<file path="src/rtl/dhkt_ram.sv">
`timescale 1ns / 1ps
module dhkt_ram #(
	parameter int Width = 8,
	parameter int Depth = 16
) (
	input  logic                     clk,
	input  logic                     we,
	input  logic [$clog2(Depth)-1:0] waddr,
	input  logic [Width-1:0]         wdata,
	input  logic [$clog2(Depth)-1:0] raddr,
	output logic [Width-1:0]         rdata
);

	logic [Width-1:0] mem [Depth];

	// write one word, read one word registered
	always_ff @(posedge clk) begin
		if (we) begin
			mem[waddr] <= wdata;
		end
		rdata <= mem[raddr];
	end

endmodule

</file>
<file path="config.mk">
export PLATFORM = sky130hd
export DESIGN_NAME = dhkt_ram
export DESIGN_NICKNAME = d
export VERILOG_FILES = /design/src/rtl/dhkt_ram.sv
export SDC_FILE = /design/constraint.sdc
export NUM_CORES = 1
export LEC_CHECK = 0
export CAP_MARGIN = 20
export CORE_MARGIN = 10
export CORE_UTILIZATION = 50
export CTS_BUF_LIST = sky130_fd_sc_hd__clkbuf_2 sky130_fd_sc_hd__clkbuf_4 sky130_fd_sc_hd__clkbuf_8
export CTS_CLUSTER_SIZE = 14
export DETAILED_ROUTE_END_ITERATION = 6
export DONT_BUFFER_PORTS = 1
export PLACE_DENSITY = 0.7
export SLEW_MARGIN = 5
export SYNTH_ARGS = -nofsm -noshare
export SYNTH_HDL_FRONTEND = slang
export SYNTH_SLANG_ARGS = --single-unit
</file>
<file path="constraint.sdc">
create_clock -name clk -period 2.9 [get_ports clk]
set_input_delay 0.145 -clock clk [delete_from_list [all_inputs] [get_ports clk]]
set_output_delay 0.145 -clock clk [all_outputs]
set_load 0.005 [all_outputs]
</file>
### After elaboration in Yosys (flattened, before gate mapping)

Memory sizes are Yosys's and may differ from the RTL's. A register that Yosys moved wholly into a read port is not among the register bits.
Cells that the tools add are included.

* logic and storage cells: 3
* memory bits (writable): 128
* bits of input ports: 18
* latch bits: 0
* ROM bits: 0
* flip-flop bits (word level): 0
* memories kept: 1

* add/subtract/negate cells: 0
* divide/modulo/power cells: 0
* mux-type cells: 2
* shift-type cells: 0
* bitwise operators: 0
* equality and inequality tests: 0
* reduce and logical (&&, ||, !) cells: 0
* order comparisons: 0
* multipliers: 0

Memories
* mem: depth 16, width 8, read ports 1, clocked after Yosys merged registers in 1, wr ports 1, RTL line 14 `logic [Width-1:0] mem [Depth];`

Operator list (number)
* 1-bit 2-to-1 mux: 2

### Depth between registers and ports, before layout

Gate-level depths: netlist of run 1.

* depth in word-level cells: 2
* mapped depth: 5
* mapped depth without buffers: 3

### Least setup slack after synthesis of run 1

Ideal clock, no wire load.

* path kind: input port to flip-flop
* from: in waddr[2]
* to: mem mem[0][0], enable pin
* path buffers: 0
* arrival: 1255 ps
* stages: 2
* slack: 1262 ps
* required time: 2517 ps
* setup time: 383 ps
* cell sequence: or3b_2 > nor3_1

RTL lines
* from (decl): RTL line 8 `input logic [$clog2(Depth)-1:0] waddr,`
* to (decl): RTL line 14

Straight into the memory's write port.

### Final worst setup path of run 1

* from: in waddr[0]
* to: mem mem[4][5], enable pin

Straight into the memory's write port.

==> results_dict.tcl, run 1 <==
set metrics [dict create \
    overflow 0 \
    pwr-share-clk 0.409 \
    numPortBuffers 0 \
    r2r_slack_ps 1490 \
    critPathTopFamily "buffers and inverters" \
    dieArea_sq_um 14800 \
    rsz0062_at_grt "no" \
    vias 2301 \
    first_pass_iters 4 \
    critPathSlowestCell "dlygate4sd3_1" \
    core_sq_um 9910 \
    synth_seq_cells 136 \
    r2r-start "mem[3][0]$_DFFE_PP_" \
    multi_input_area_sq_um 1060 \
    synthXorXnorAreaFrac 0 \
    fill_cells 735 \
    tightest_slew_ps 889 \
    cts_tree "yes" \
    endpoint_kind "flop" \
    clock_path_buffers 2 \
    clock_latency_ps 420 \
    tritoncts.num_buffers 17 \
    gr-usage-met2 0.203 \
    final_hold_viol_count 0 \
    use_met3 0.0526 \
    antenna_found_initial 0 \
    setup_viol_count_final 0 \
    p_sw_mw 0.842 \
    total_power_mw 3.99 \
    io_pins 26 \
    syn_nets 247 \
    wl_per_cell_um 23.4 \
    synth_top_family_by_area "multiplexers" \
    seqCellArea_sq_um 4000 \
    final_max_slew_viol_count 0 \
    relSlewSlack 0.405 \
    synthAdderAreaFrac 0 \
    holdPathStages 3 \
    path_max_fanout 7 \
    synthMuxAreaShare 0.150 \
    critPathKind "in2reg" \
    cp-start-kind "input port" \
    grtUsageTotal 0.138 \
    hold_class "in2reg" \
    die_w_um 121 \
    finalSetupTns_ps 0 \
    die_height_um 121 \
    synth_area_sq_um 5150 \
    path_cells "dlygate4sd3_1 > nor3_1 > dlygate4sd3_1" \
    crit_top_cell "dlygate4sd3_1" \
    gp_congestion 0.735 \
    layout_min_cycle_time_ps 1520 \
    drt_iter0_markers 275 \
    cts_sinks 136 \
    cp.required_ps 3030 \
    num_rows 36 \
    ys_types 19 \
    diodes 0 \
    final_cell_mix "128 x edfxtp_1, 18 x mux4_2, 17 x clkbuf_8" \
    grt_pass1_wl_mm 14.5 \
    reg2reg_depth 3 \
    grt_use_met1 0.186 \
    start_util 0.519 \
    power_frac_seq 0.553 \
    ir_drop_mv 0.405 \
    nNetsFinal 271 \
    status "finished, final reports clean" \
    busiest_layer "met2" \
    drive_gt1_frac 0.207 \
    drt-total-wl_mm 9.35 \
    clock_skew_ps 10.1 \
    ys_seq_area_frac 0.778 \
    p_int_mw 3.15 \
    cts-root-buf "clkbuf_8" \
    syn_avg_cell_area_sq_um 22.5 \
    worstPathArrival_ps 1650 \
    min_period_over_period 0.525 \
    synth_cells 229 \
    synth_compound_area_frac 0.0233 \
    drv_cap 0 \
    fmax_mhz 656 \
    final_common_cell "edfxtp_1" \
    p_per_area_nw_per_um2 689 \
    leakage_nw 1.87 \
    power.share.switching 0.211 \
    htreeDepth 4 \
    hpwl_mm 5.83 \
    grt_pass1_vias 2451 \
    synthToLayoutAreaGrowth_pct 12.6 \
    pwr-share-comb 0.038 \
    reg2reg_to "rdata[0]$_DFF_P_" \
    vias_per_cell 5.77 \
    yosysWarnings 0 \
    yosys.area_share.simple 0.0318 \
    critical_path.max_stage_delay_ps 680 \
    cp_num_buf_inv 2 \
    grt_max_degree 33 \
    route.detailed.drc 0 \
    clk_pin_slew_ps 80 \
    holdPathEnd "rdata[1]$_DFF_P_" \
    ant_nets 0 \
    min_from "raddr[0]" \
]
==> logic make-up after synthesis <==
group           Yosys count
compound gates           16
flops                   136
simple gates             35
buf+inv                  10
mux                      32
==> Yosys cell counts <==
cell type	instances	share of area
edfxtp_1	128	0.75
mux4_2	18	0.079
a22oi_1	16	0.023
mux4_1	14	0.071
nor2_1	13	0.0095
nand2_1	9	0.0066
dfxtp_1	8	0.031
nor3_1	4	0.0039
buf_2	3	0.0029
buf_6	3	0.0066
clkdlybuf4s25_2	3	0.0058
nand2b_1	2	0.0024
nand3b_1	2	0.0029
and2_1	1	0.0012
and2b_1	1	0.0015
buf_4	1	0.0015
nand3_1	1	0.00097
nor2b_1	1	0.0012
or3b_2	1	0.0017
==> how the worst max path moves through the flow <==
stage	from	endpoint	slack (ps)	depth (start not counted)
final	waddr[0]	mem[4][5]$_DFFE_PP_	1380	3
after floorplan	waddr[2]	mem[0][0]$_DFFE_PP_	1260	2
after global routing	waddr[0]	mem[4][5]$_DFFE_PP_	1380	3
after detailed placement	waddr[2]	mem[1][7]$_DFFE_PP_	1220	2
after global placement	waddr[2]	mem[1][7]$_DFFE_PP_	1290	2
after CTS	waddr[0]	mem[4][5]$_DFFE_PP_	1390	3
==> sequential cells by signal (all words and copies together), names as in the netlist <==
register and count:
rdata 8, mem 128
==> area by class of cell <==
type	count	area share
timing repair buffer	15	0.0242
sequential	136	0.691
tap	133	0.0287
clock buffer	18	0.0417
clock inverter	14	0.0320
multi-input combinational	83	0.182
==> power by group through the flow <==
stage | combinational (mW) | sequential, mW | clock, mW
final | 0.151 | 2.21 | 1.63
after global routing | 0.165 | 2.21 | 1.75
after CTS | 0.154 | 2.21 | 1.65
after detailed placement | 0.117 | 2.26 | 0
after global placement | 0.116 | 2.25 | 0
after floorplan | 0.112 | 2.25 | 0
==> worst min-delay path: stages <==
cell     delay (ps)
mux4_1          180
a22oi_1          60
nand2_1          60
==> routing by layer <==
metal	vias up	part of all wire
met1	1183	0.41
li1	1023	-
met4	0	0.0065
met5	-	0
met2	91	0.49
met3	4	0.094
==> timing repair <==
| action | CTS | global route |
|---|---|---|
| setup buffers | 0 | 0 |
| setup endpoints to repair | 0 | 0 |
| gates resized for setup | 0 | 0 |
| hold buffers | 11 | 0 |
| endpoints found under the hold margin | 133 | 0 |
==> per-stage QoR <==
| step | area, sq um | utilization | instances | setup WS, ps | hold WS, ps |
|---|---|---|---|---|---|
| floorplan | 5150 | - | 229 | 1260 | 244 |
| global placement | 5260 | 0.531 | 356 | 1290 | 245 |
| detailed placement | 5260 | 0.531 | 356 | 1220 | 245 |
| CTS | 5790 | 0.585 | 399 | 1390 | 23.8 |
| global route | 5790 | 0.585 | 399 | 1380 | 22.0 |
| finish | 5790 | 0.585 | 399 | 1380 | 51.1 |
No activity file was read; power rests on OpenSTA's default activity.
==> inputs of run 2 (changes only) <==
Settings changed: ABC_AREA set to 1.
Clock period 2.9 ns to 1.5 ns, I/O delays scaled along.
==> run 2 against run 1 <==
Net effect:
- the flow now finishes with violations (negative hold slack)
- critical path depth increased by 3
- cell count is 85% higher
- hold slack worse by 56 ps
- wire length rose by 36%
- count of clock-buffer cells in the layout is the same
==> results_dict.tcl, run 2 <==
set metrics [dict create \
    ant_nets 0 \
    antenna_found_initial 0 \
    grtUsageTotal 0.163 \
    top_register "mem" \
    tritoncts.num_buffers 17 \
    synth_async_sr_flop_share 0 \
    hold_slack_ps -4.38 \
    drt_iter0_markers 315 \
    cts_sinks 136 \
    grt_pass1_wl_mm 20.2 \
    syn_nets 569 \
    final_cell_mix "173 x nand2_1, 128 x edfxtp_1, 100 x inv_1" \
    vias_per_cell 5.17 \
    drt-total-wl_mm 12.8 \
    synth_edf_count 128 \
    synth_cells 551 \
    cp.required_ps 1830 \
    cts-resized-gates 0 \
    status "complete, but fails checks" \
    synthToLayoutAreaGrowth_pct 13.1 \
    yosysWarnings 0 \
    final_max_slew_viol_count 0 \
    io_pins 26 \
    hold_class "in2reg" \
    num_rows 39 \
    ys.flop_type "edfxtp_1" \
    start_util 0.507 \
    path_max_fanout 50 \
    gp_congestion 0.813 \
    post-cts-setup-buffers 0 \
    fmax_mhz 759 \
    synthTopCellsByArea "edfxtp_1 67%, nand2_1 11%, nand3_1 8.4%" \
    grt_pass1_vias 3812 \
    core_sq_um 11400 \
    clock_path_buffers 2 \
    ir_drop_mv 0.688 \
    layout_min_cycle_time_ps 1320 \
    die_w_um 127 \
    htreeDepth 4 \
    rsz0062_at_grt "no" \
    fill_cells 926 \
    endpoint_kind "flop" \
    dp_cells 692 \
    grt_use_met1 0.203 \
    violations "negative hold slack" \
    finalSetupTns_ps 0 \
    worstPathArrival_ps 1650 \
    relSlewSlack 0.470 \
    diodes 0 \
    cts-root-buf "clkbuf_8" \
    cts_tree "yes" \
    clk_pin_slew_ps 70 \
    cp-start-kind "input port" \
    synth_top_cell_area_share 0.667 \
    top_regs "mem x128, rdata x8" \
    syn_avg_cell_area_sq_um 10.5 \
    final_common_cell "nand2_1" \
    setup_ws_ps 183 \
    ys_seq_area_frac 0.694 \
    synth_seq_cells 136 \
    drv_cap 0 \
    numPortBuffers 0 \
    busiest_layer "met2" \
    setup_viol_count_final 0 \
    first_pass_iters 5 \
    overflow 0 \
    use_met3 0.0438 \
    total_power_mw 7.73 \
    ys_types 12 \
    synth_area_sq_um 5770 \
    grt_max_degree 51 \
    synth_common_cells "173 x nand2_1, 128 x edfxtp_1, 100 x inv_1" \
    min_period_over_period 0.878 \
    clock_latency_ps 440 \
    dieArea_sq_um 16200 \
    clock_skew_ps 7.93 \
    p_per_area_nw_per_um2 1180 \
    die_height_um 127 \
    wl_per_cell_um 17.3 \
    critPathKind "in2reg" \
    vias 3817 \
    synth_most_common_cell "nand2_1" \
    gr-usage-met2 0.258 \
    largest_register_ffs 128 \
    nNetsFinal 601 \
    hpwl_mm 7.88 \
    leakage_nw 2.79 \
    synth_top_area_cell "edfxtp_1" \
    dp_slack_ps 489 \
    route.detailed.drc 0 \
    layout.cells.non_filler 738 \
    tightest_slew_ps 792 \
    drive_gt1_frac 0.0924 \
    final_hold_viol_count 1 \
]
## run 2: cell count changes after synthesis, sizes merged, moves of 2 or more
cell           change
nand2            +164
inv              +102
nand3             +96
mux4              -32
buf               +17
a22oi             -16
nor2               +4
nor3               -4
clkdlybuf4s25      -3
nand2b             -2
## run 2: logic make-up after synthesis
family	share of synthesized area
and+or+nand+nor	0.210
buffers and inverters	0.0952
DFF	0.694
## run 2: path summary, 6_finish.rpt
path / end / slack (ps) / start / cells past startpoint
setup / recovery: rdata[7]$_DFF_P_ / 180 / raddr[0] / 6
hold / removal: rdata[1]$_DFF_P_ / -4 / raddr[0] / 6
setup reg to reg: rdata[3]$_DFF_P_ / 510 / mem[4][3]$_DFFE_PP_ / 6
hold reg to reg: rdata[7]$_DFF_P_ / 670 / mem[10][7]$_DFFE_PP_ / 6
## run 2: final cells by class
cell class	instances	area (sq um)	share of cell area
sequential	136	4000	0.614
timing repair buffer	37	345	0.0529
clock inverter	13	156	0.0240
clock buffer	18	241	0.0370
tap	143	179	0.0274
inverter	102	383	0.0587
multi-input combinational	289	1210	0.186
## run 2: power by group
group	total [mW]	internal (mW)	switching, mW
Combinational	0.455	0.154	0.301
Clock	2.98	1.63	1.35
Sequential	4.29	4.24	0.0427
Total	7.73	6.03	1.69
## run 2: timing repair
action                                  4_1_cts  5_1_grt
hold buffers                                 13        2
endpoints found under the setup margin        0        1
endpoints found under the hold margin       136        1
## run 2: through the flow
step / hold WS, ps / cell area [sq um] / utilization
after floorplan: 174 / 5770 / -
after global placement: 175 / 5970 / 0.525
after detailed placement: 175 / 5970 / 0.525
after CTS: 0.503 / 6500 / 0.571
after global routing: 12.4 / 6520 / 0.574
final: -4.38 / 6520 / 0.574
## run 2: routing by layer
metal,part of all wire,wire [um],up-vias
li1,-,-,1831
met1,0.43,5470,1818
met2,0.48,6100,134
met3,0.067,853,34
met4,0.026,335,0
met5,0,0,-
## run 2: worst max-delay path, cell delays in order
cell           delay (ps)
dlygate4sd3_1        1060
nand2_1               130
nand3_1               120
nand3_1                70
nand3_1               120
nand2_1                50
==> inputs of run 3 (changes only) <==
Settings changed: ABC_AREA 1 to 0.
==> run 3 against run 2 <==
Net effect:
- the flow now finishes without violations
- register-to-register slack worse by 370 ps
- worst setup slack worse by 39 ps
- power down 5.9%
- core utilization up 1.4 points
- clock power down 10%
- largest cell class unchanged
- highest routed layer unchanged
==> results_dict.tcl, run 3 (synthesis results as in run 1) <==
set metrics [dict create \
    reg2reg_to "rdata[0]$_DFF_P_" \
    finalSetupTns_ps 0 \
    hpwl_mm 5.93 \
    antenna_found_initial 0 \
    vias_per_cell 5.78 \
    numPortBuffers 0 \
    endpoint "rdata[0]$_DFF_P_" \
    top_register "mem" \
    io_pins 26 \
    reg2reg_depth 3 \
    min_period_over_period 0.904 \
    overflow 0 \
    cts_sinks 136 \
    path_cells "mux4_2 > a22oi_1 > nand2_1" \
    r2r_slack_ps 140 \
    rsz0062_at_grt "no" \
    endpoint_kind "flop" \
    grt_pass1_wl_mm 15.2 \
    drv_cap 0 \
    tightest_slew_ps 624 \
    worstPathArrival_ps 1650 \
    min_from "raddr[1]" \
    fmax_mhz 737 \
    grtUsageTotal 0.144 \
    critical_path.max_stage_delay_ps 470 \
    synthToLayoutAreaGrowth_pct 13.2 \
    ant_nets 0 \
    gp_congestion 0.714 \
    final_hold_viol_count 0 \
    layout_min_cycle_time_ps 1360 \
    r2r-start "mem[11][0]$_DFFE_PP_" \
    hold_class "in2reg" \
    cts_tree "yes" \
    ir_drop_mv 0.644 \
    first_pass_iters 4 \
    clock_skew_ps 10.3 \
    top_regs "mem x128, rdata x8" \
    relSlewSlack 0.582 \
    drive_gt1_frac 0.231 \
    cts-root-buf "clkbuf_8" \
    start_util 0.519 \
    status "finished, final reports clean" \
    largest_register_ffs 128 \
    die_height_um 121 \
    tritoncts.num_buffers 17 \
    hold_slack_ps 26.1 \
    drt_iter0_markers 213 \
    critPathKind "reg2reg" \
    post-cts-setup-buffers 0 \
    route.detailed.drc 0 \
    final_common_cell "edfxtp_1" \
    clock_latency_ps 420 \
    vias 2370 \
    utilization 0.588 \
    grt_max_degree 30 \
    cp-start-kind "flop" \
    drt-total-wl_mm 9.79 \
    core_sq_um 9910 \
    htreeDepth 4 \
    final_max_slew_viol_count 0 \
    dieArea_sq_um 14800 \
    startpoint "mem[11][0]$_DFFE_PP_" \
    grt_pass1_vias 2482 \
    diodes 0 \
    clock_path_buffers 2 \
    critPathSlowestCell "mux4_2" \
    fill_cells 732 \
    die_w_um 121 \
    num_rows 36 \
    final_cell_mix "128 x edfxtp_1, 18 x mux4_2, 18 x buf_4" \
    setup_viol_count_final 0 \
    p_per_area_nw_per_um2 1250 \
    nNetsFinal 284 \
    leakage_nw 1.92 \
    cp.required_ps 1800 \
    path_max_fanout 1 \
    wl_per_cell_um 23.9 \
    clk_pin_slew_ps 70 \
]
## run 3: worst max-delay path, delay by kind of cell (launching register included)
family | cells | cell delay, ps
muxes | 1 | 470
AOI/OAI and AO/OA | 1 | 320
and+or+nand+nor | 1 | 90
DFF | 1 | 370
## run 3: worst min path at each step
stage / to / slack [ps] / cells past startpoint
floorplan: mem[0][0]$_DFFE_PP_ / 170 / 0
global placement: mem[13][7]$_DFFE_PP_ / 180 / 0
detailed placement: mem[12][7]$_DFFE_PP_ / 170 / 0
CTS: rdata[5]$_DFF_P_ / 2 / 3
global route: mem[0][1]$_DFFE_PP_ / 3 / 2
finish: rdata[4]$_DFF_P_ / 30 / 3
## run 3: layout make-up
class,count,area [sq um],area share
Multi-Input combinational cell,83,1060,0.182
Timing Repair Buffer,28,248,0.0425
Clock buffer,17,234,0.0401
Clock inverter,13,114,0.0195
Tap cell,133,166,0.0286
Sequential cell,136,4000,0.687
## run 3: power by group
part	switching, mW	internal, mW	leakage (nW)
Combinational	0.170	0.153	0.523
Sequential	0.0350	4.25	1.22
Clock	1.26	1.41	0.174
Total	1.46	5.81	1.92
## run 3: metrics by stage
stage	power [mW]	cells	cell area (sq um)	setup slack, ps
floorplan	4.56	229	5150	159
finish	7.27	410	5830	144
global placement	4.59	370	5370	163
CTS	7.35	410	5830	65.1
global route	7.56	410	5830	88.8
detailed placement	4.60	370	5370	146
## run 3: layer usage
metal,vias to the layer above,wire length [um],global-route usage
met5,-,0,0
met2,98,4750,0.212
met4,0,91,0.0514
met1,1217,4200,0.197
met3,12,758,0.0433
li1,1043,-,-
## run 3: repair_timing
item / in CTS / in global routing
endpoints found under the hold margin: 136 / 0
setup endpoints to repair: 0 / 1
resized for setup: 0 / 1
hold buffers: 10 / 0
